<file path="src/hw/rtl/lisl_pkg.sv">
`timescale 1ns / 1ps
// ----------------------------------------------------------------------------
// lisl_pkg: shared types and defaults for the LIS length unit
// Holds the default sizes and the control word that travels with each
// request along the chain of tail cells.
// ----------------------------------------------------------------------------
package lisl_pkg;

    // Default number of tail cells (the deepest length that can be tracked).
    localparam int DEF_MAX_LEN    = 1024;
    // Default width of one element.
    localparam int DEF_DATA_WIDTH = 32;

    // Control word that moves with a request from cell to cell.
    typedef struct packed {
        logic vld;     // a request occupies this slot
        logic first;   // the request starts a new sequence
        logic skip;    // extreme value: leaves the table untouched
        logic placed;  // the value has already been stored in some cell
    } tok_ctrl_t;

endpackage

</file>
<file path="src/hw/rtl/lisl_cell.sv">
`timescale 1ns / 1ps
// ----------------------------------------------------------------------------
// lisl_cell: one tail cell of the patience-sorting chain
// Holds one tail and its occupancy. A passing request that is not yet placed
// replaces the tail if the tail is not smaller, or fills the cell if it is
// empty. The request then moves on with a running count of occupied cells.
// ----------------------------------------------------------------------------
module lisl_cell
    import lisl_pkg::*;
#(
    parameter int DATA_WIDTH = DEF_DATA_WIDTH,
    parameter int LEN_W      = 11
) (
    input  logic                  clk,
    input  logic                  rst_n,
    input  logic                  adv,
    input  tok_ctrl_t             ctrl_in,
    input  logic [DATA_WIDTH-1:0] key_in,
    input  logic [LEN_W-1:0]      len_in,
    output tok_ctrl_t             ctrl_out,
    output logic [DATA_WIDTH-1:0] key_out,
    output logic [LEN_W-1:0]      len_out
);

    logic [DATA_WIDTH-1:0] tail_reg, tail_next;
    logic                  occ_reg, occ_next;
    tok_ctrl_t             ctrl_reg, ctrl_next;
    logic [DATA_WIDTH-1:0] key_reg;
    logic [LEN_W-1:0]      len_reg, len_next;

    logic occ_eff;
    logic act;
    logic hit;

    // A new sequence empties the cell before the request looks at it.
    assign occ_eff = occ_reg & ~(ctrl_in.vld & ctrl_in.first);
    assign act     = ctrl_in.vld & ~ctrl_in.skip & ~ctrl_in.placed;
    assign hit     = act & (~occ_eff | (tail_reg >= key_in));

    // Next cell state and the request handed to the neighbor.
    always_comb
    begin
        tail_next        = hit ? key_in : tail_reg;
        occ_next         = ctrl_in.vld ? (occ_eff | hit) : occ_reg;
        ctrl_next        = ctrl_in;
        ctrl_next.placed = ctrl_in.placed | hit;
        len_next         = len_in + LEN_W'(occ_next);
    end

    // Control state of the cell and of the request slot.
    always_ff @(posedge clk or negedge rst_n)
    begin
        if (!rst_n)
        begin
            occ_reg  <= 1'b0;
            ctrl_reg <= '0;
        end
        else if (adv)
        begin
            occ_reg  <= occ_next;
            ctrl_reg <= ctrl_next;
        end
    end

    // Tail value and request payload.
    always_ff @(posedge clk)
    begin
        if (adv)
        begin
            tail_reg <= tail_next;
            key_reg  <= key_in;
            len_reg  <= len_next;
        end
    end

    assign ctrl_out = ctrl_reg;
    assign key_out  = key_reg;
    assign len_out  = len_reg;

`ifndef SYNTH
    // An extreme value never lands in any cell.
    a_skip_not_placed: assert property (@(posedge clk) disable iff (!rst_n)
        (ctrl_reg.vld && ctrl_reg.skip) |-> !ctrl_reg.placed)
        else $error("lisl_cell: skipped request marked as placed");

    // A hit stores exactly the key that moves on with the request.
    a_hit_stores_key: assert property (@(posedge clk) disable iff (!rst_n)
        (adv && hit) |=> (tail_reg == key_reg && occ_reg && ctrl_reg.placed))
        else $error("lisl_cell: tail does not match the placed key");

    // Only a new sequence can empty an occupied cell.
    a_occ_kept: assert property (@(posedge clk) disable iff (!rst_n)
        (adv && ctrl_in.vld && !ctrl_in.first && occ_reg) |=> occ_reg)
        else $error("lisl_cell: occupied cell lost without a new sequence");
`endif

endmodule

</file>
<file path="config.mk">
export PLATFORM = sky130hd
export DESIGN_NAME = lisl_cell
export DESIGN_NICKNAME = d
export VERILOG_FILES = /design/src/hw/rtl/lisl_pkg.sv /design/src/hw/rtl/lisl_cell.sv
export SDC_FILE = /design/constraint.sdc
export NUM_CORES = 1
export LEC_CHECK = 0
export BUFFER_PORTS_ARGS = -buffer_cell sky130_fd_sc_hd__buf_4
export CORE_MARGIN = 5
export CORE_UTILIZATION = 30
export CTS_CLUSTER_DIAMETER = 40
export DETAILED_ROUTE_END_ITERATION = 12
export PLACE_DENSITY_LB_ADDON = 0.3
export REMOVE_ABC_BUFFERS = 1
export SYNTH_ARGS = -nofsm -noshare
export SYNTH_HDL_FRONTEND = slang
export SYNTH_SLANG_ARGS = --single-unit
</file>
<file path="constraint.sdc">
create_clock -name clk -period 3.7 [get_ports clk]
set_clock_uncertainty 0.2 [all_clocks]
set_input_delay 0.185 -clock clk [delete_from_list [all_inputs] [get_ports clk]]
set_output_delay 0.185 -clock clk [all_outputs]
set_load 0.01 [all_outputs]
</file>
==> results of run 1 <==
## routing by layer
layer  part of all wire, %  routed length [um]  global-route usage, %
met5                     0                   0                      0
met4                   1.3                  93                   4.05
met3                   7.3                 542                   3.55
met2                    47                3490                   18.1
met1                    44                3290                   13.9
## cell families (layout without fill, tap and decap cells)
logic type	count (synthesis)	in the layout	share of synthesized area, %
compound gates	28	28	5.24
buf+inv	35	197	3.93
simple gates	39	39	5.72
mux	4	4	1.27
xor+xnor	9	9	2.29
flops	80	80	69.2
fa+ha+maj	34	34	12.4
## per-stage QoR
step	instance area, um^2	util, %	power [mW]	hold WS, ps	std cells
4_1_cts	5130	45.4	2.23	126	534
5_1_grt	5130	45.4	2.29	141	534
3_5_place_dp	4360	38.5	1.32	-208	469
6_report	5130	45.4	2.19	112	534
3_3_place_gp	4360	38.5	1.31	-208	469
2_1_floorplan	3430	-	1.17	-311	228
## worst min-delay path: cells and delay by family
family,cells,cell delay [ps]
compound gates,1,100
buf+inv,1,110
simple gates,1,210
## cell type report
cell class | count | area share, %
well taps | 143 | 3.48
flip-flops and latches | 80 | 46.3
repair buffers | 147 | 24.1
multi-input cells | 114 | 18.0
clock buffers | 9 | 4.39
clock inverters | 7 | 1.22
inverters | 34 | 2.49
## cells in the final DEF (no fill, tap or decap)
master / Yosys / layout
xnor2_1: 8 / 8
edfxtp_1: 75 / 75
mux2i_1: 1 / 1
xor2_1: 1 / 1
nand2_1: 9 / 9
a21bo_2: 1 / 1
o31ai_1: 1 / 1
clkbuf_16: 0 / 9
inv_1: 34 / 34
a221o_1: 1 / 1
dfrtp_1: 5 / 5
clkinv_1: 0 / 2
nand4_1: 6 / 6
a21oi_1: 12 / 12
a221oi_2: 1 / 1
clkinv_2: 0 / 2
a22o_1: 1 / 1
a21o_1: 3 / 3
clkinvlp_4: 0 / 2
ha_1: 34 / 34
a211oi_1: 1 / 1
and3_1: 4 / 4
buf_12: 0 / 1
o21ai_0: 6 / 6
buf_4: 1 / 97
dlygate4sd3_1: 0 / 49
o311ai_1: 1 / 1
nor3_1: 2 / 2
nand3_1: 13 / 13
nor2_1: 3 / 3
mux2_2: 3 / 3
nor4_1: 1 / 1
bufinv_16: 0 / 1
or4_1: 1 / 1
## power groups by stage
stage               sequential [mW]  combinational (mW)  clock (mW)
floorplan                      1.10              0.0623           0
global placement               1.08               0.232           0
detailed placement             1.08               0.238           0
CTS                            1.06               0.280       0.885
global route                   1.07               0.304       0.920
finish                         1.06               0.274       0.856
## worst min-delay path by stage
stage | from | to | slack, ps
2_1_floorplan | rst_n | ctrl_out[0]$_DFFE_PN0P_ | -310
3_3_place_gp | rst_n | ctrl_out[1]$_DFFE_PN0P_ | -210
3_5_place_dp | rst_n | ctrl_out[2]$_DFFE_PN0P_ | -210
4_1_cts | adv | occ_reg$_DFFE_PN0P_ | 130
5_1_grt | adv | occ_reg$_DFFE_PN0P_ | 140
6_report | adv | occ_reg$_DFFE_PN0P_ | 110
## timing repair
item                                   in CTS  in global routing
setup buffers                               0                  0
endpoints found under the hold margin      85                  0
hold buffers                               49                  0
==> reports/qor.yml, run 1 <==
run_status:
  outcome: "completed"
yosys:
  synth_area_um2: 3440
  yosysSeqAreaShare_pct: 69.2
  synth_common_cells: "edfxtp_1 (75), ha_1 (34), inv_1 (34)"
  synth.most_common_cell: "edfxtp_1"
  synth.area.top_cells: "edfxtp_1 (66%), ha_1 (12%), inv_1 (3.7%)"
  yosysWarningCount: 0
  synth_top_cell_by_area: "edfxtp_1"
  ys.flop_type: "edfxtp_1"
  synth_top_area_share_pct: 65.5
  synthArstFlopShare_pct: 6.25
  synth.ff_latch_count: 80
  avgSynthCellArea_um2: 15.0
  synth_cell_types: 27
  synth_edf_count: 75
  syn_inst: 229
detailed_routing:
  ant_nets: 0
  drc_errors: 0
  dr.first_iter.drc_count: 124
  via_per_inst: 4.38
  vias: 2341
  routed_wl_um: 7420
  wl_per_cell_um: 13.9
  firstDrtPassIters: 4
placement:
  place_hpwl_um: 5420
  place.gp.congestion: 0.686
  pre_cts_slack_ps: 804
  portBuffers: 96
timing:
  rsz0062_at_grt: "false"
  slew_viol_final: 0
  period_share_pct: 82.5
  hold_viol_final: 0
  worstMarginPinSlew_ps: 651
  setup_viol: 0
  max_clock_freq_ghz: 0.328
  fin_ws_ps: 649
  relSlewSlack_pct: 56.6
  period_needed_ps: 3050
  finalSetupTns_ps: 0
floorplan:
  die_x_um: 117
  dieArea_um2: 13700
  core.rowCount: 39
  dieHeight_um: 117
  start_util_pct: 30.4
  core_um2: 11300
  ios: 97
setup_path:
  reg2reg_depth: 7
  r2r_slack_ps: 800
  worstSetupPathType: "in2reg"
  required_ps: 3530
  startpoint: "key_in[14]"
  cp.depth: 10
  cp_max_fo: 24
  crit_end: "tail_reg[2]$_DFFE_PP_"
  r2r_start: "tail_reg[14]$_DFFE_PP_"
  crit_buf_inv: 4
  worstReg2RegEnd: "tail_reg[2]$_DFFE_PP_"
  endpoint_kind: "flop"
  critPathArrivalTime_ps: 2880
  cp_top_family: "simple AND/OR/NAND/NOR gates"
  cp_cell_sequence: "dlygate4sd3_1 > buf_4 > inv_1 > ha_1 > nand4_1 > or4_1 > a221oi_2 > o311ai_1 > nand2_1 > buf_12"
  critPathSlowestCell: "or4_1"
  crit_path_start_kind: "primary input"
  slowest_delay_ps: 570
clock_network:
  cts_buffers: 9
  clk_latency_ps: 330
  clock_tree.buffer_depth: 2
  htreeDepth: 3
  cts_resized: 0
  path_clk_slew_ps: 60
  cts_root_buf: "clkbuf_16"
  cts_tree: "built"
  clock_sinks: 80
grt:
  antenna_found_initial: 0
  grt_pass1_wl_um: 11500
  first_global_vias: 2392
  overflow: 0
  grt_max_degree: 49
  track_usage_pct: 11.1
cells_and_area:
  num_antenna_cells: 0
  final_nets: 470
  syn2layout_area_growth_pct: 49.4
  multi_input_area_um2: 925
  ff_latch_area_um2: 2380
  fill_cells: 1051
  drive_above_1_share_pct: 29.9
power_and_ir_drop:
  peakVddDrop_mv: 0.177
  power_frac_seq_pct: 48.5
  clockPowerShare_pct: 39.0
  p_sw_mw: 0.478
  p_sw_share_pct: 21.8
  p_int_mw: 1.72
  power_density_nw_per_um2: 427
  leakage_nw: 2.21
  combPwrFrac_pct: 12.5
worst_hold_path:
  hold_path.class: "in2reg"
  holdPathStages: 3
job:
  maxCapViolCount: 0
No activity file was read; power rests on OpenSTA's default activity.
==> inputs of run 2 (changes only) <==
- clock period: 3.7 -> 3.1 ns (I/O delays scaled with it)
==> run 2 against run 1 <==
Net effect: wire length rose by 0.67%; sequential cell count unchanged; via count rose by 1.4%.
==> reports/qor.yml, run 2 (synthesis results as in run 1) <==
run_status:
  outcome: "completed"
detailed_routing:
  via_per_inst: 4.44
  wl_per_cell_um: 14.0
  routed_wl_um: 7470
  firstDrtPassIters: 4
  dr.first_iter.drc_count: 111
  vias: 2373
  drc_errors: 0
  ant_nets: 0
floorplan:
  ios: 97
  core.rowCount: 39
  dieArea_um2: 13700
  dieHeight_um: 117
  die_x_um: 117
  core_um2: 11300
  start_util_pct: 30.4
cells_and_area:
  final_nets: 471
  final_cell_mix: "buf_4 (99), edfxtp_1 (75), dlygate4sd3_1 (49)"
  final_common_cell: "buf_4"
  syn2layout_area_growth_pct: 48.2
  fill_cells: 1026
  drive_above_1_share_pct: 29.4
  num_antenna_cells: 0
grt:
  first_global_vias: 2501
  grt_pass1_wl_um: 11900
  track_usage_pct: 11.5
  antenna_found_initial: 0
  grt_max_degree: 30
  overflow: 0
timing:
  period_needed_ps: 2760
  relSlewSlack_pct: 75.4
  rsz0062_at_grt: "false"
  worstMarginPinSlew_ps: 369
  fin_ws_ps: 337
  period_share_pct: 89.1
  finalSetupTns_ps: 0
  setup_viol: 0
  max_clock_freq_ghz: 0.362
  hold_viol_final: 0
  slew_viol_final: 0
clock_network:
  cts_root_buf: "clkbuf_16"
  clock_sinks: 80
  htreeDepth: 3
  clock_tree.buffer_depth: 2
  cts_buffers: 9
  cts_tree: "built"
  clk_latency_ps: 330
  path_clk_slew_ps: 60
placement:
  portBuffers: 96
  place_hpwl_um: 5470
  pre_cts_slack_ps: 452
  place.gp.congestion: 0.695
power_and_ir_drop:
  leakage_nw: 2.20
  peakVddDrop_mv: 0.210
  power_density_nw_per_um2: 491
setup_path:
  endpoint_kind: "flop"
  crit_path_start_kind: "primary input"
  critPathArrivalTime_ps: 2580
  required_ps: 2920
  worstSetupPathType: "in2reg"
  reg2reg_depth: 7
  cp_max_fo: 16
worst_hold_path:
  hold_path.class: "in2reg"
  holdPathStages: 1
job:
  maxCapViolCount: 0
==> run 2: path summary, 6_finish.rpt <==
kind	from	endpoint	slack [ps]
max	key_in[14]	tail_reg[8]$_DFFE_PP_	340
min	adv	key_out[7]$_DFFE_PP_	50
max reg2reg	tail_reg[14]$_DFFE_PP_	tail_reg[8]$_DFFE_PP_	460
min reg2reg	occ_reg$_DFFE_PN0P_	occ_reg$_DFFE_PN0P_	280
max in group asynchronous	rst_n	ctrl_out[0]$_DFFE_PN0P_	1940
min in group asynchronous	rst_n	ctrl_out[3]$_DFFE_PN0P_	560
==> run 2: area by class of cell <==
cell class | instances | area (um^2) | area share (%)
timing repair buffer | 148 | 1230 | 24.2
clock buffer | 9 | 225 | 4.42
sequential | 80 | 2380 | 46.7
multi-input combinational | 114 | 925 | 18.1
clock inverter | 6 | 27.5 | 0.540
tap | 143 | 179 | 3.51
inverter | 34 | 128 | 2.50
==> run 2: routing by layer <==
| metal | wire (um) | vias to the layer above | GRT usage [%] |
|---|---|---|---|
| li1 | - | 1162 | - |
| met1 | 3290 | 1129 | 14.2 |
| met2 | 3530 | 73 | 18.9 |
| met3 | 545 | 9 | 3.39 |
| met4 | 99 | 0 | 4.82 |
| met5 | 0 | - | 0 |
==> run 2: critical path, stage by stage <==
cell and delay, ps:
dlygate4sd3_1 520, buf_4 110, inv_1 40, ha_1 310, nand4_1 160, or4_1 570, a221oi_2 180, o311ai_1 160
nand2_1 120, buf_4 250
==> run 2: what timing repair did <==
action | CTS | global route
buffers inserted | 0 | 0
gates resized for setup | 0 | 0
endpoints found under the hold margin | 85 | 0
hold buffers | 49 | 0
==> run 2: power breakdown <==
group | total [mW] | switching (mW) | leakage, nW | internal [mW]
Clock | 0.902 | 0.379 | 0.121 | 0.524
Combinational | 0.328 | 0.146 | 1.31 | 0.182
Sequential | 1.27 | 0.0184 | 0.770 | 1.25
==> run 2: through the flow <==
step	util (%)	power [mW]	cell area [um^2]	hold slack (ps)	std cells
2_1_floorplan	-	1.39	3430	-341	228
5_1_grt	45.0	2.63	5090	41.7	534
6_report	45.0	2.50	5090	46.7	534
3_5_place_dp	38.4	1.58	4350	-235	470
4_1_cts	45.0	2.55	5090	38.1	534
3_3_place_gp	38.4	1.57	4350	-239	470
