<file path="src/hw/rtl/lisl_pkg.sv">
`timescale 1ns / 1ps
// ----------------------------------------------------------------------------
// lisl_pkg: shared types and defaults for the LIS length unit
// Holds the default sizes and the control word that travels with each
// request along the chain of tail cells.
// ----------------------------------------------------------------------------
package lisl_pkg;

    // Default number of tail cells (the deepest length that can be tracked).
    localparam int DEF_MAX_LEN    = 1024;
    // Default width of one element.
    localparam int DEF_DATA_WIDTH = 32;

    // Control word that moves with a request from cell to cell.
    typedef struct packed {
        logic vld;     // a request occupies this slot
        logic first;   // the request starts a new sequence
        logic skip;    // extreme value: leaves the table untouched
        logic placed;  // the value has already been stored in some cell
    } tok_ctrl_t;

endpackage

</file>
<file path="src/hw/rtl/lisl_result.sv">
`timescale 1ns / 1ps
// ----------------------------------------------------------------------------
// lisl_result: end of the chain and result register
// Keeps the table-full flag, turns each request leaving the last cell into
// a result and holds it until the result channel takes it.
// ----------------------------------------------------------------------------
module lisl_result
    import lisl_pkg::*;
#(
    parameter int MAX_LEN = DEF_MAX_LEN,
    parameter int LEN_W   = 11
) (
    input  logic             clk,
    input  logic             rst_n,
    input  tok_ctrl_t        ctrl_in,
    input  logic [LEN_W-1:0] len_in,
    input  logic             out_ready,
    output logic             adv,
    output logic             out_valid,
    output logic [LEN_W-1:0] length,
    output logic             full_res
);

    logic             ovf_reg, ovf_next;
    logic             valid_reg, valid_next;
    logic [LEN_W-1:0] length_reg;
    logic             full_reg;

    // The whole chain moves whenever the result register is free or drained.
    assign adv = ~valid_reg | out_ready;

    // A request that reached the end unplaced would have extended a full table.
    always_comb
    begin
        ovf_next   = ovf_reg;
        valid_next = valid_reg;
        if (adv)
        begin
            valid_next = ctrl_in.vld;
            if (ctrl_in.vld)
            begin
                ovf_next = (ovf_reg & ~ctrl_in.first) |
                           (~ctrl_in.skip & ~ctrl_in.placed);
            end
        end
    end

    // Control state.
    always_ff @(posedge clk or negedge rst_n)
    begin
        if (!rst_n)
        begin
            ovf_reg   <= 1'b0;
            valid_reg <= 1'b0;
        end
        else
        begin
            ovf_reg   <= ovf_next;
            valid_reg <= valid_next;
        end
    end

    // Result payload.
    always_ff @(posedge clk)
    begin
        if (adv && ctrl_in.vld)
        begin
            length_reg <= len_in;
            full_reg   <= ovf_next;
        end
    end

    assign out_valid = valid_reg;
    assign length    = length_reg;
    assign full_res  = full_reg;

`ifndef SYNTH
    // A new sequence always starts with the full flag clear unless it overflows.
    a_first_clears: assert property (@(posedge clk) disable iff (!rst_n)
        (adv && ctrl_in.vld && ctrl_in.first && (ctrl_in.placed || ctrl_in.skip))
        |=> !ovf_reg)
        else $error("lisl_result: full flag survived a new sequence");

    // The reported length never exceeds the number of cells.
    a_len_bound: assert property (@(posedge clk) disable iff (!rst_n)
        valid_reg |-> (length_reg <= LEN_W'(MAX_LEN)))
        else $error("lisl_result: length beyond table depth");

    // Overflow is only reported with a full table.
    a_full_len: assert property (@(posedge clk) disable iff (!rst_n)
        (adv && ctrl_in.vld && !ctrl_in.skip && !ctrl_in.placed)
        |-> (len_in == LEN_W'(MAX_LEN)))
        else $error("lisl_result: dropped extension with free cells");
`endif

endmodule

</file>
<file path="config.mk">
export PLATFORM = sky130hd
export DESIGN_NAME = lisl_result
export DESIGN_NICKNAME = d
export VERILOG_FILES = /design/src/hw/rtl/lisl_pkg.sv /design/src/hw/rtl/lisl_result.sv
export SDC_FILE = /design/constraint.sdc
export NUM_CORES = 1
export LEC_CHECK = 0
export BUFFER_PORTS_ARGS = -buffer_cell sky130_fd_sc_hd__buf_2
export CORE_AREA = 4 4 41 43
export CTS_BUF_LIST = sky130_fd_sc_hd__clkbuf_8
export DETAILED_ROUTE_END_ITERATION = 10
export DIE_AREA = 0 0 45 47
export PLACE_DENSITY_LB_ADDON = 0.2
export SLEW_MARGIN = 20
export SYNTH_ARGS = -nofsm -noshare
export SYNTH_HDL_FRONTEND = slang
export SYNTH_SLANG_ARGS = --single-unit
</file>
<file path="constraint.sdc">
create_clock -name clk -period 3.7 [get_ports clk]
set_clock_uncertainty 0.1 [all_clocks]
set_input_delay 0.37 -clock clk [delete_from_list [all_inputs] [get_ports clk]]
set_output_delay 0.37 -clock clk [all_outputs]
set_load 0.02 [all_outputs]
</file>
==> results of run 1 <==
## through the flow
| stage | instances | power [mW] | instance area, µm² |
|---|---|---|---|
| 3_3_place_gp | 66 | 0.2284 | 630.6 |
| 6_report | 71 | 0.3457 | 685.7 |
| 4_1_cts | 71 | 0.3518 | 685.7 |
| 2_1_floorplan | 20 | 0.2102 | 456.7 |
| 5_1_grt | 71 | 0.3619 | 685.7 |
| 3_5_place_dp | 66 | 0.2295 | 630.6 |
## worst min path at each step
stage	to	slack, ns	depth (start not counted)
5_1_grt	length[5]	0.20	1
3_3_place_gp	out_valid	0.06	1
6_report	length[5]	0.21	1
3_5_place_dp	ovf_reg	0.06	1
2_1_floorplan	out_valid	-0.03	0
4_1_cts	length[4]	0.20	1
## power by group
group | internal, mW | switching, mW | leakage (nW)
logic | 0.0167 | 0.0224 | 0.148
registers | 0.184 | 0.00306 | 0.138
clock network | 0.0729 | 0.0465 | 0.0269
## cell families after synthesis
| group | Yosys count |
|---|---|
| AOI/OAI and AO/OA | 1 |
| and+or+nand+nor | 5 |
| DFF | 14 |
## area by class of cell
| type | count | area (µm²) |
|---|---|---|
| clock inverters | 1 | 3.754 |
| multi-input cells | 6 | 46.29 |
| well taps | 15 | 18.77 |
| flip-flops and latches | 14 | 410.4 |
| fillers | 124 | 615.6 |
| clock buffers | 3 | 41.29 |
| repair buffers | 32 | 165.2 |
## synthesized netlist by cell type, drive strengths merged
library cell	count	area share, %
a22o	1	1.9
nand2b	2	4.4
edfxtp	12	79
and2	1	1.9
dfrtp	2	11
nor2	1	0.82
nand3	1	1.1
## layer usage
layer | track usage [%] | share of wire [%] | wire (µm)
met4 | 5.263 | 0.59 | 5
met2 | 15.54 | 51 | 433
met1 | 8.557 | 37 | 311
met3 | 2.299 | 12 | 98
met5 | 0 | 0 | 0
## critical path: cells and delay by family (launching register included)
family	cells	cell delay [ns]
buffers and inverters	1	0.16
DFF	1	0.40
and+or+nand+nor	1	0.09
## what timing repair did
| item | CTS | global route |
|---|---|---|
| hold buffers | 1 | 0 |
| resized for setup | 0 | 0 |
| endpoints found under the hold margin | 2 | 0 |
==> results.md, run 1 <==
- Min setup slack post-route: approximately 2.4 ns
- Post-synthesis simple-gate area fraction: roughly 8.2%
- Die Area: 2115 µm²
- FF-to-FF path depth: 3
- Pleak: 0.3126 nW
- Crit path DAT: around 0.88 ns
- Utilization after layout: a little over half
- Final nets: 75
- First drt pass iteration count: 2
- Crit-path max cell delay: about 0.4 ns
- Avg WL per Cell: roughly 12 µm
- Starting Density: a little over a third
- Root buffer cell: clkbuf_8
- CP Launch Type: flop
- Antenna cells: 0
- Total routed wirelength: between 800 and 900 µm
- Most common cell after layout, fill and taps aside: buf_2
- Mapped Avg Cell Area: between 20 and 25 µm²
- Vias: a little under 300
- Slowest cell on crit path: dfrtp_1
- Die Width: approximately 45 µm
- First-pass GRT wire length: ~1200 µm
- Cells after Synth: 20
- Run status: complete, no violations
- Sequential area share after synthesis: 89.86%
- Tcrit/Tclk final: 36.42%
- # rows: 13
- Setup TNS: 0 ns
- Bufs on Longest Clock Path: 2
- Initial antenna violation count: 0
- Detailed router's first-iteration violation count: 1
- #FFs+latches synth: 14
- R2R Path End: full_res
- Hold Vio Cnt, Final: 0
- Area grow syn2layout: 50.14%
- Yosys warns: 0
- Slew @ Worst Pin: ~0.17 ns
- Clock sink total: 14
- WHS: ~0.21 ns
- Syn nets: 38
- Max Clk Rate: 742.1 MHz
- Largest family of logic cells by synthesized area: simple AND/OR/NAND/NOR gates
- Setup crit end kind: output pin
- Routed Antenna Nets: 0
- End of the critical path: adv
- Crit Path Category: reg2out
- CTS tree: done
- # Max-Cap Violations: 0
- Total gr overflow: 0
- # IOs: 32
- Die Y: about 47 µm
- CTS Buf Count: 3
- RSZ-0062 raised after global routing: no
- Port bufs: 31
- Largest net degree at the start of global routing: 14
- Core Region: approximately 1300 µm²
- Most frequent cells in the layout: 31 x buf_2, 12 x edfxtp_1, 3 x clkbuf_8, 2 x dfrtp_1
- Vias per inst: between 4 and 5
- Compound-Gate Fraction of Synth Area: 1.918%
- Cells along the critical path: nand2b_4 > buf_2
- Worst skew pair latency: ~0.23 ns
- Final setup fails: 0
- H-tree depth: 1
- VDD IR-drop max: approximately 0.30 mV
- Post-synthesis adder-cell area fraction: 0%
- Beginning of the worst hold path: len_in[5]
- All-Layer GR Usage: 8.502%
- Setup Fix Bufs, Post-CTS: 0
- Post-Synth XOR/XNOR Area: 0%
- Layout cells sized above 1: approximately 64%
- Critical path peak fanout: 4
- Multiplexer share of the synthesized area: 0%
- Worst R2R Start: out_valid
- Rel. slew slack: roughly 90%
- Drc violations: 0
- Yosys cell types: 8
- Number of flip-flops under the largest register name: 11
- Synth Cell Area: around 460 µm²
- CP Launch Point: out_valid
- Number of global-route vias before repair: 290
- Reg-to-reg slack, setup: about 2.5 ns
- Clock-pin slew of the registers on the worst-case setup and hold paths: roughly 0.06 ns
- Setup WS pre-CTS: approximately 2.3 ns
- Post-route minimum period: 1.347 ns
- Hold WC Path Type: in2reg
- Power Density: ~500 nW/µm²
- Final GP Congestion: around 0.59
- Critical Path RT: ~3.2 ns
- Slew Viols, Final: 0
(Power assumes the default switching activity.)
==> run 2, diff against run 1 <==
Settings changed: ABC_AREA set to 1.
Clock period 3.7 ns to 1.38 ns, I/O delays scaled along.
==> results.md, run 2 <==
- CTS Buf Count: 3
- Crit-path max cell delay: 0.42 ns
- Synth top cells by count: 12 x edfxtp_1, 5 x nand2_1, 2 x dfrtp_1, 2 x inv_1
- All-Layer GR Usage: 10.17%
- Most common cell after layout, fill and taps aside: buf_2
- VDD IR-drop max: roughly 0.63 mV
- Mapped Avg Cell Area: ~18 µm²
- First-pass GRT wire length: about 1500 µm
- Clock group share of total power: 33.4%
- Area grow syn2layout: 76.09%
- #FFs+latches synth: 14
- Vias: ~360
- Number of flip-flops under the largest register name: 11
- Layout cells sized above 1: between 50% and 60%
- CTS tree: done
- # IOs: 32
- Hold Vio Cnt, Final: 0
- Tcrit/Tclk final: around 90%
- Bufs on Longest Clock Path: 2
- Sequential area share after synthesis: roughly nine tenths
- Switching Fraction: between 20% and 30%
- Most frequent cell after synthesis: edfxtp_1
- Initial antenna violation count: 0
- Most frequent cells in the layout: 31 x buf_2, 12 x edfxtp_1, 12 x dlygate4sd3_1, 5 x nand2_1, 3 x clkbuf_8
- Slowest cell on crit path: dfrtp_1
- Syn nets: 44
- Power Density: roughly 1200 nW/µm²
- Sequential share of power: a little over half
- EDFF count, synth: 12
- Cells along the critical path: a21oi_4
- Area contributors post-synth: edfxtp_1 78%, dfrtp_1 11%, nand2_1 4.1%
- Worst skew pair latency: roughly 0.23 ns
- Avg WL per Cell: 10.89 µm
- Starting Density: a little over a third
- # Max-Cap Violations: 0
- Root buffer cell: clkbuf_8
- Pleak: 0.3723 nW
- R2R Path End: length[7]
- Sw Pwr: roughly 0.20 mW
- Synth Cell Area: around 460 µm²
- Port bufs: 31
- Die Y: between 40 and 50 µm
- Clock-pin slew of the registers on the worst-case setup and hold paths: around 0.050 ns
- Crit path DAT: between 1 and 1.5 ns
- Hold Path End: out_valid
- Min setup slack post-route: 0.1361 ns
- Rel. slew slack: 74.32%
- Slew Viols, Final: 0
- Final nets: 92
- Critical Path RT: around 1.2 ns
- Yosys cell types: 9
- Largest net degree at the start of global routing: 13
- Die Area: between 2000 and 2500 µm²
- Critical path peak fanout: 12
- Detailed router's first-iteration violation count: 3
- Drc violations: 0
- RSZ-0062 raised after global routing: no
- Die Width: 45 µm
- Slew @ Worst Pin: around 0.38 ns
- Vias per inst: around 4.1
- First drt pass iteration count: 3
- Int Pwr: roughly 0.75 mW
- H-tree depth: 1
- Antenna cells: 0
- FF-to-FF path depth: 1
- Total routed wirelength: about 960 µm
- Crit Path Category: reg2reg
- Setup WS pre-CTS: 0.1316 ns
- Top cell type's share of synthesized area: between 70 and 80%
- Final GP Congestion: roughly 0.71
- Hold path depth: 3
- Core Region: ~1300 µm²
- CP bufs+invs: 0
- Fill cells: 107
- Top_reg_cell synth: edfxtp_1
- Routed Antenna Nets: 0
- Cells after Synth: 26
- Post-route minimum period: roughly 1.2 ns
- Beginning of the worst hold path: ctrl_in[3]
- Area leader, netlist: edfxtp_1
- # rows: 13
- Clock sink total: 14
- Setup crit end kind: flop
- Logic pwr share: 13.8%
- CP Launch Type: flop
- PostCTS Resize Cnt: 0
- Placed cell areas: around 650 µm²
- Reg-to-reg slack, setup: 0.14 ns
- Total gr overflow: 0
- Setup TNS: 0 ns
- Largest delay share family, worst path: flip-flops
- Hold WC Path Type: in2reg
- Yosys warns: 0
- Number of global-route vias before repair: approximately 370
- Run status: complete, no violations
- Fraction of registers with async set/reset: 14.29%
- Max Clk Rate: between 800 and 900 MHz
- Pwr Total: around 0.95 mW
- Worst R2R Start: out_valid
- Final setup fails: 0
- Fin area: about 810 µm²
[run 2: changes by cell type after synthesis]
cell,previous run,this run
nand2_1,0,5
inv_1,0,2
a21oi_1,0,1
a22o_1,1,0
and2_4,1,0
inv_2,0,1
nand2_2,0,1
nand2b_1,1,0
nand2b_4,1,0
[run 2: repair_timing]
item / 4_1_cts / 5_1_grt
hold endpoints to repair: 13 / 0
setup buffers: 0 / 0
setup endpoints to repair: 0 / 0
hold buffers: 12 / 0
[run 2: metrics by stage]
| stage | cells | hold WS [ns] | utilization, % |
|---|---|---|---|
| after floorplan | 26 | -0.2576 | - |
| after global placement | 72 | -0.1724 | 49.62 |
| after detailed placement | 72 | -0.1716 | 49.62 |
| after CTS | 88 | 0.06958 | 62.31 |
| after global routing | 88 | 0.1058 | 62.31 |
| final | 88 | 0.08517 | 62.31 |
[run 2: layout make-up]
cell class	count	area (µm²)	share of cell area, %
clock buffer	3	41.29	5.093
clock inverter	1	3.754	0.4630
timing repair buffer	43	275.3	33.95
sequential	14	410.4	50.62
tap	15	18.77	2.315
multi-input combinational	9	50.05	6.173
inverter	3	11.26	1.389
[run 2: layer usage]
metal	GRT usage (%)	vias up	part of all wire (%)
li1	-	182	-
met1	10.17	159	35
met2	19.21	23	53
met3	2.682	0	13
met4	5.263	0	0
met5	0	-	0
[run 2: power by group through the flow]
stage                     logic [mW]  clock network, mW  registers [mW]
after floorplan               0.0248                  0           0.540
after global placement         0.106                  0           0.509
after detailed placement       0.106                  0           0.510
after CTS                      0.133              0.334           0.502
after global routing           0.143              0.345           0.504
final                          0.131              0.317           0.502
[run 2: worst max path at each step]
stage	cells past startpoint	slack (ns)	start	end
2_1_floorplan	1	0.12	out_valid	full_res
3_3_place_gp	1	0.16	out_valid	length[0]
3_5_place_dp	1	0.13	out_valid	length[5]
4_1_cts	1	0.12	out_valid	length[7]
5_1_grt	1	0.06	out_valid	length[4]
6_report	1	0.14	out_valid	length[7]
[run 2: cell families (layout without fill, tap and decap cells)]
| family | count (synthesis) | count (layout) | share of synthesized area [%] |
|---|---|---|---|
| flops | 14 | 14 | 89.13 |
| compound gates | 1 | 1 | 1.086 |
| simple gates | 8 | 8 | 7.336 |
| buf+inv | 3 | 50 | 2.445 |
==> run 3, diff against run 2 <==
Settings changed: ABC_AREA 1 to unset.
==> results.md, run 3 (same netlist as run 1, synthesis figures left out) <==
- Detailed placer's ending HPWL: approximately 650 µm
- Tcrit/Tclk final: around 90%
- CP Launch Type: flop
- DR top layer: met3
- CTS Buf Count: 3
- Most frequent cells in the layout: 31 x buf_2, 12 x edfxtp_1, 12 x dlygate4sd3_1, 3 x clkbuf_8, 2 x dfrtp_1
- Routed Antenna Nets: 0
- Fill cells: 110
- CTS tree: done
- FF-to-FF path depth: 3
- Crit-path max cell delay: approximately 0.38 ns
- Core Region: between 1000 and 1500 µm²
- CP Launch Point: out_valid
- Setup crit end kind: flop
- Root buffer cell: clkbuf_8
- Hold WC Path Type: in2reg
- # IOs: 32
- Number of global-route vias before repair: roughly 300
- First-pass GRT wire length: between 1000 and 1500 µm
- RSZ-0062 raised after global routing: no
- Die Width: about 45 µm
- Crit Path Category: reg2reg
- Starting Density: 35.10%
- Total routed wirelength: 889 µm
- Post-route minimum period: about 1.2 ns
- Reg-to-reg slack, setup: about 0.14 ns
- Area grow syn2layout: 74.25%
- Power Density: 1193 nW/µm²
- Met1 Wirelength: approximately 330 µm
- Critical path peak fanout: 13
- Worst R2R Start: out_valid
- Die Area: ~2100 µm²
- Setup TNS: 0 ns
- # Max-Cap Violations: 0
- Pleak: 0.3586 nW
- Run status: complete, no violations
- Critical Path RT: about 1.3 ns
- Final GP Congestion: 0.5839
- Beginning of the worst hold path: ctrl_in[3]
- Antenna cells: 0
- H-tree depth: 1
- Die Y: 47 µm
- Vias per inst: between 4 and 5
- Vias: between 300 and 400
- Slew @ Worst Pin: roughly 0.17 ns
- Max Clk Rate: roughly 810 MHz
- First drt pass iteration count: 2
- Hold Path End: out_valid
- R2R Path End: full_res
- # rows: 13
- Drc violations: 0
- Clock sink total: 14
- Clock-pin slew of the registers on the worst-case setup and hold paths: ~0.05 ns
- Slowest cell on crit path: dfrtp_1
- Hold path depth: 2
- Final nets: 86
- Total gr overflow: 0
- All-Layer GR Usage: under 10%
- Detailed router's first-iteration violation count: 1
- Largest net degree at the start of global routing: 14
- Final setup fails: 0
- Wire length on met3: around 94 µm
- PostCTS Resize Cnt: 0
- Initial antenna violation count: 0
- Bufs on Longest Clock Path: 2
- Port bufs: 31
- Pwr Total: between 0.9 and 1 mW
- Crit path DAT: between 1 and 1.5 ns
- Rel. slew slack: approximately nine tenths
- Hold Vio Cnt, Final: 0
- VDD IR-drop max: roughly 0.85 mV
- Slew Viols, Final: 0
- Worst skew pair latency: 0.23 ns
- Met2 wire length: roughly 470 µm
- Layout cells sized above 1: 53.73%
- Most common cell after layout, fill and taps aside: buf_2
- Number of flip-flops under the largest register name: 11
- Avg WL per Cell: between 10 and 15 µm
- Cells along the critical path: nand2b_4 > and2_4 > a22o_1
[run 3: cell types whose count changed in the layout (fill, tap and decap cells not counted)]
cell / previous run / this run
a21oi_4: 1 / 0
a22o_1: 0 / 1
nand2b_4: 0 / 1
inv_1: 2 / 1
nand2_2: 1 / 0
inv_2: 1 / 0
clkinv_1: 1 / 0
nand2_1: 5 / 0
and2_4: 0 / 1
nand2b_1: 0 / 1
[run 3: stage by stage]
stage / cells / hold slack, ns / worst slack, ns / util [%] / instance area, µm²
5_1_grt: 82 / 0.03901 / 0.1032 / 61.15 / 795.8
6_report: 82 / 0.02451 / 0.1388 / 61.15 / 795.8
3_5_place_dp: 66 / -0.1740 / 0.1290 / 48.46 / 630.6
3_3_place_gp: 66 / -0.1718 / 0.1660 / 48.46 / 630.6
4_1_cts: 82 / 0.02020 / 0.1264 / 61.15 / 795.8
2_1_floorplan: 20 / -0.2576 / 0.003429 / - / 456.7
[run 3: what timing repair did]
item / CTS / global route
hold buffers: 12 / 0
setup buffers: 0 / 0
hold endpoints to repair: 13 / 0
[run 3: power by group]
group | internal [mW] | total [mW] | switching [mW]
combinational | 0.0650 | 0.129 | 0.0643
sequential | 0.493 | 0.500 | 0.00709
clock | 0.196 | 0.320 | 0.124
[run 3: worst max-delay path by stage]
stage,cells after the start,to,slack [ns]
after global routing,3,full_res,0.10
after CTS,3,full_res,0.13
after floorplan,3,full_res,0.003
after global placement,3,full_res,0.17
after detailed placement,3,full_res,0.13
final,3,full_res,0.14
[run 3: per-layer routing]
layer / global-route usage [%] / up-vias
met1: 9.804 / 143
met4: 5.263 / 0
met2: 15.25 / 17
met3: 3.448 / 0
met5: 0 / -
li1: - / 169
[run 3: layout make-up]
type | count | area, µm² | share of cell area, %
Sequential cell | 14 | 410.4 | 51.57
Clock inverter | 1 | 3.754 | 0.4717
Clock buffer | 3 | 41.29 | 5.189
Tap cell | 15 | 18.77 | 2.358
Timing Repair Buffer | 43 | 275.3 | 34.59
Multi-Input combinational cell | 6 | 46.29 | 5.818
[run 3: critical path: cells and delay by family, from the launching register on]
family / cells / cell delay, ns
and+or+nand+nor: 2 / 0.29
AOI/OAI and AO/OA: 1 / 0.22
DFF: 1 / 0.38
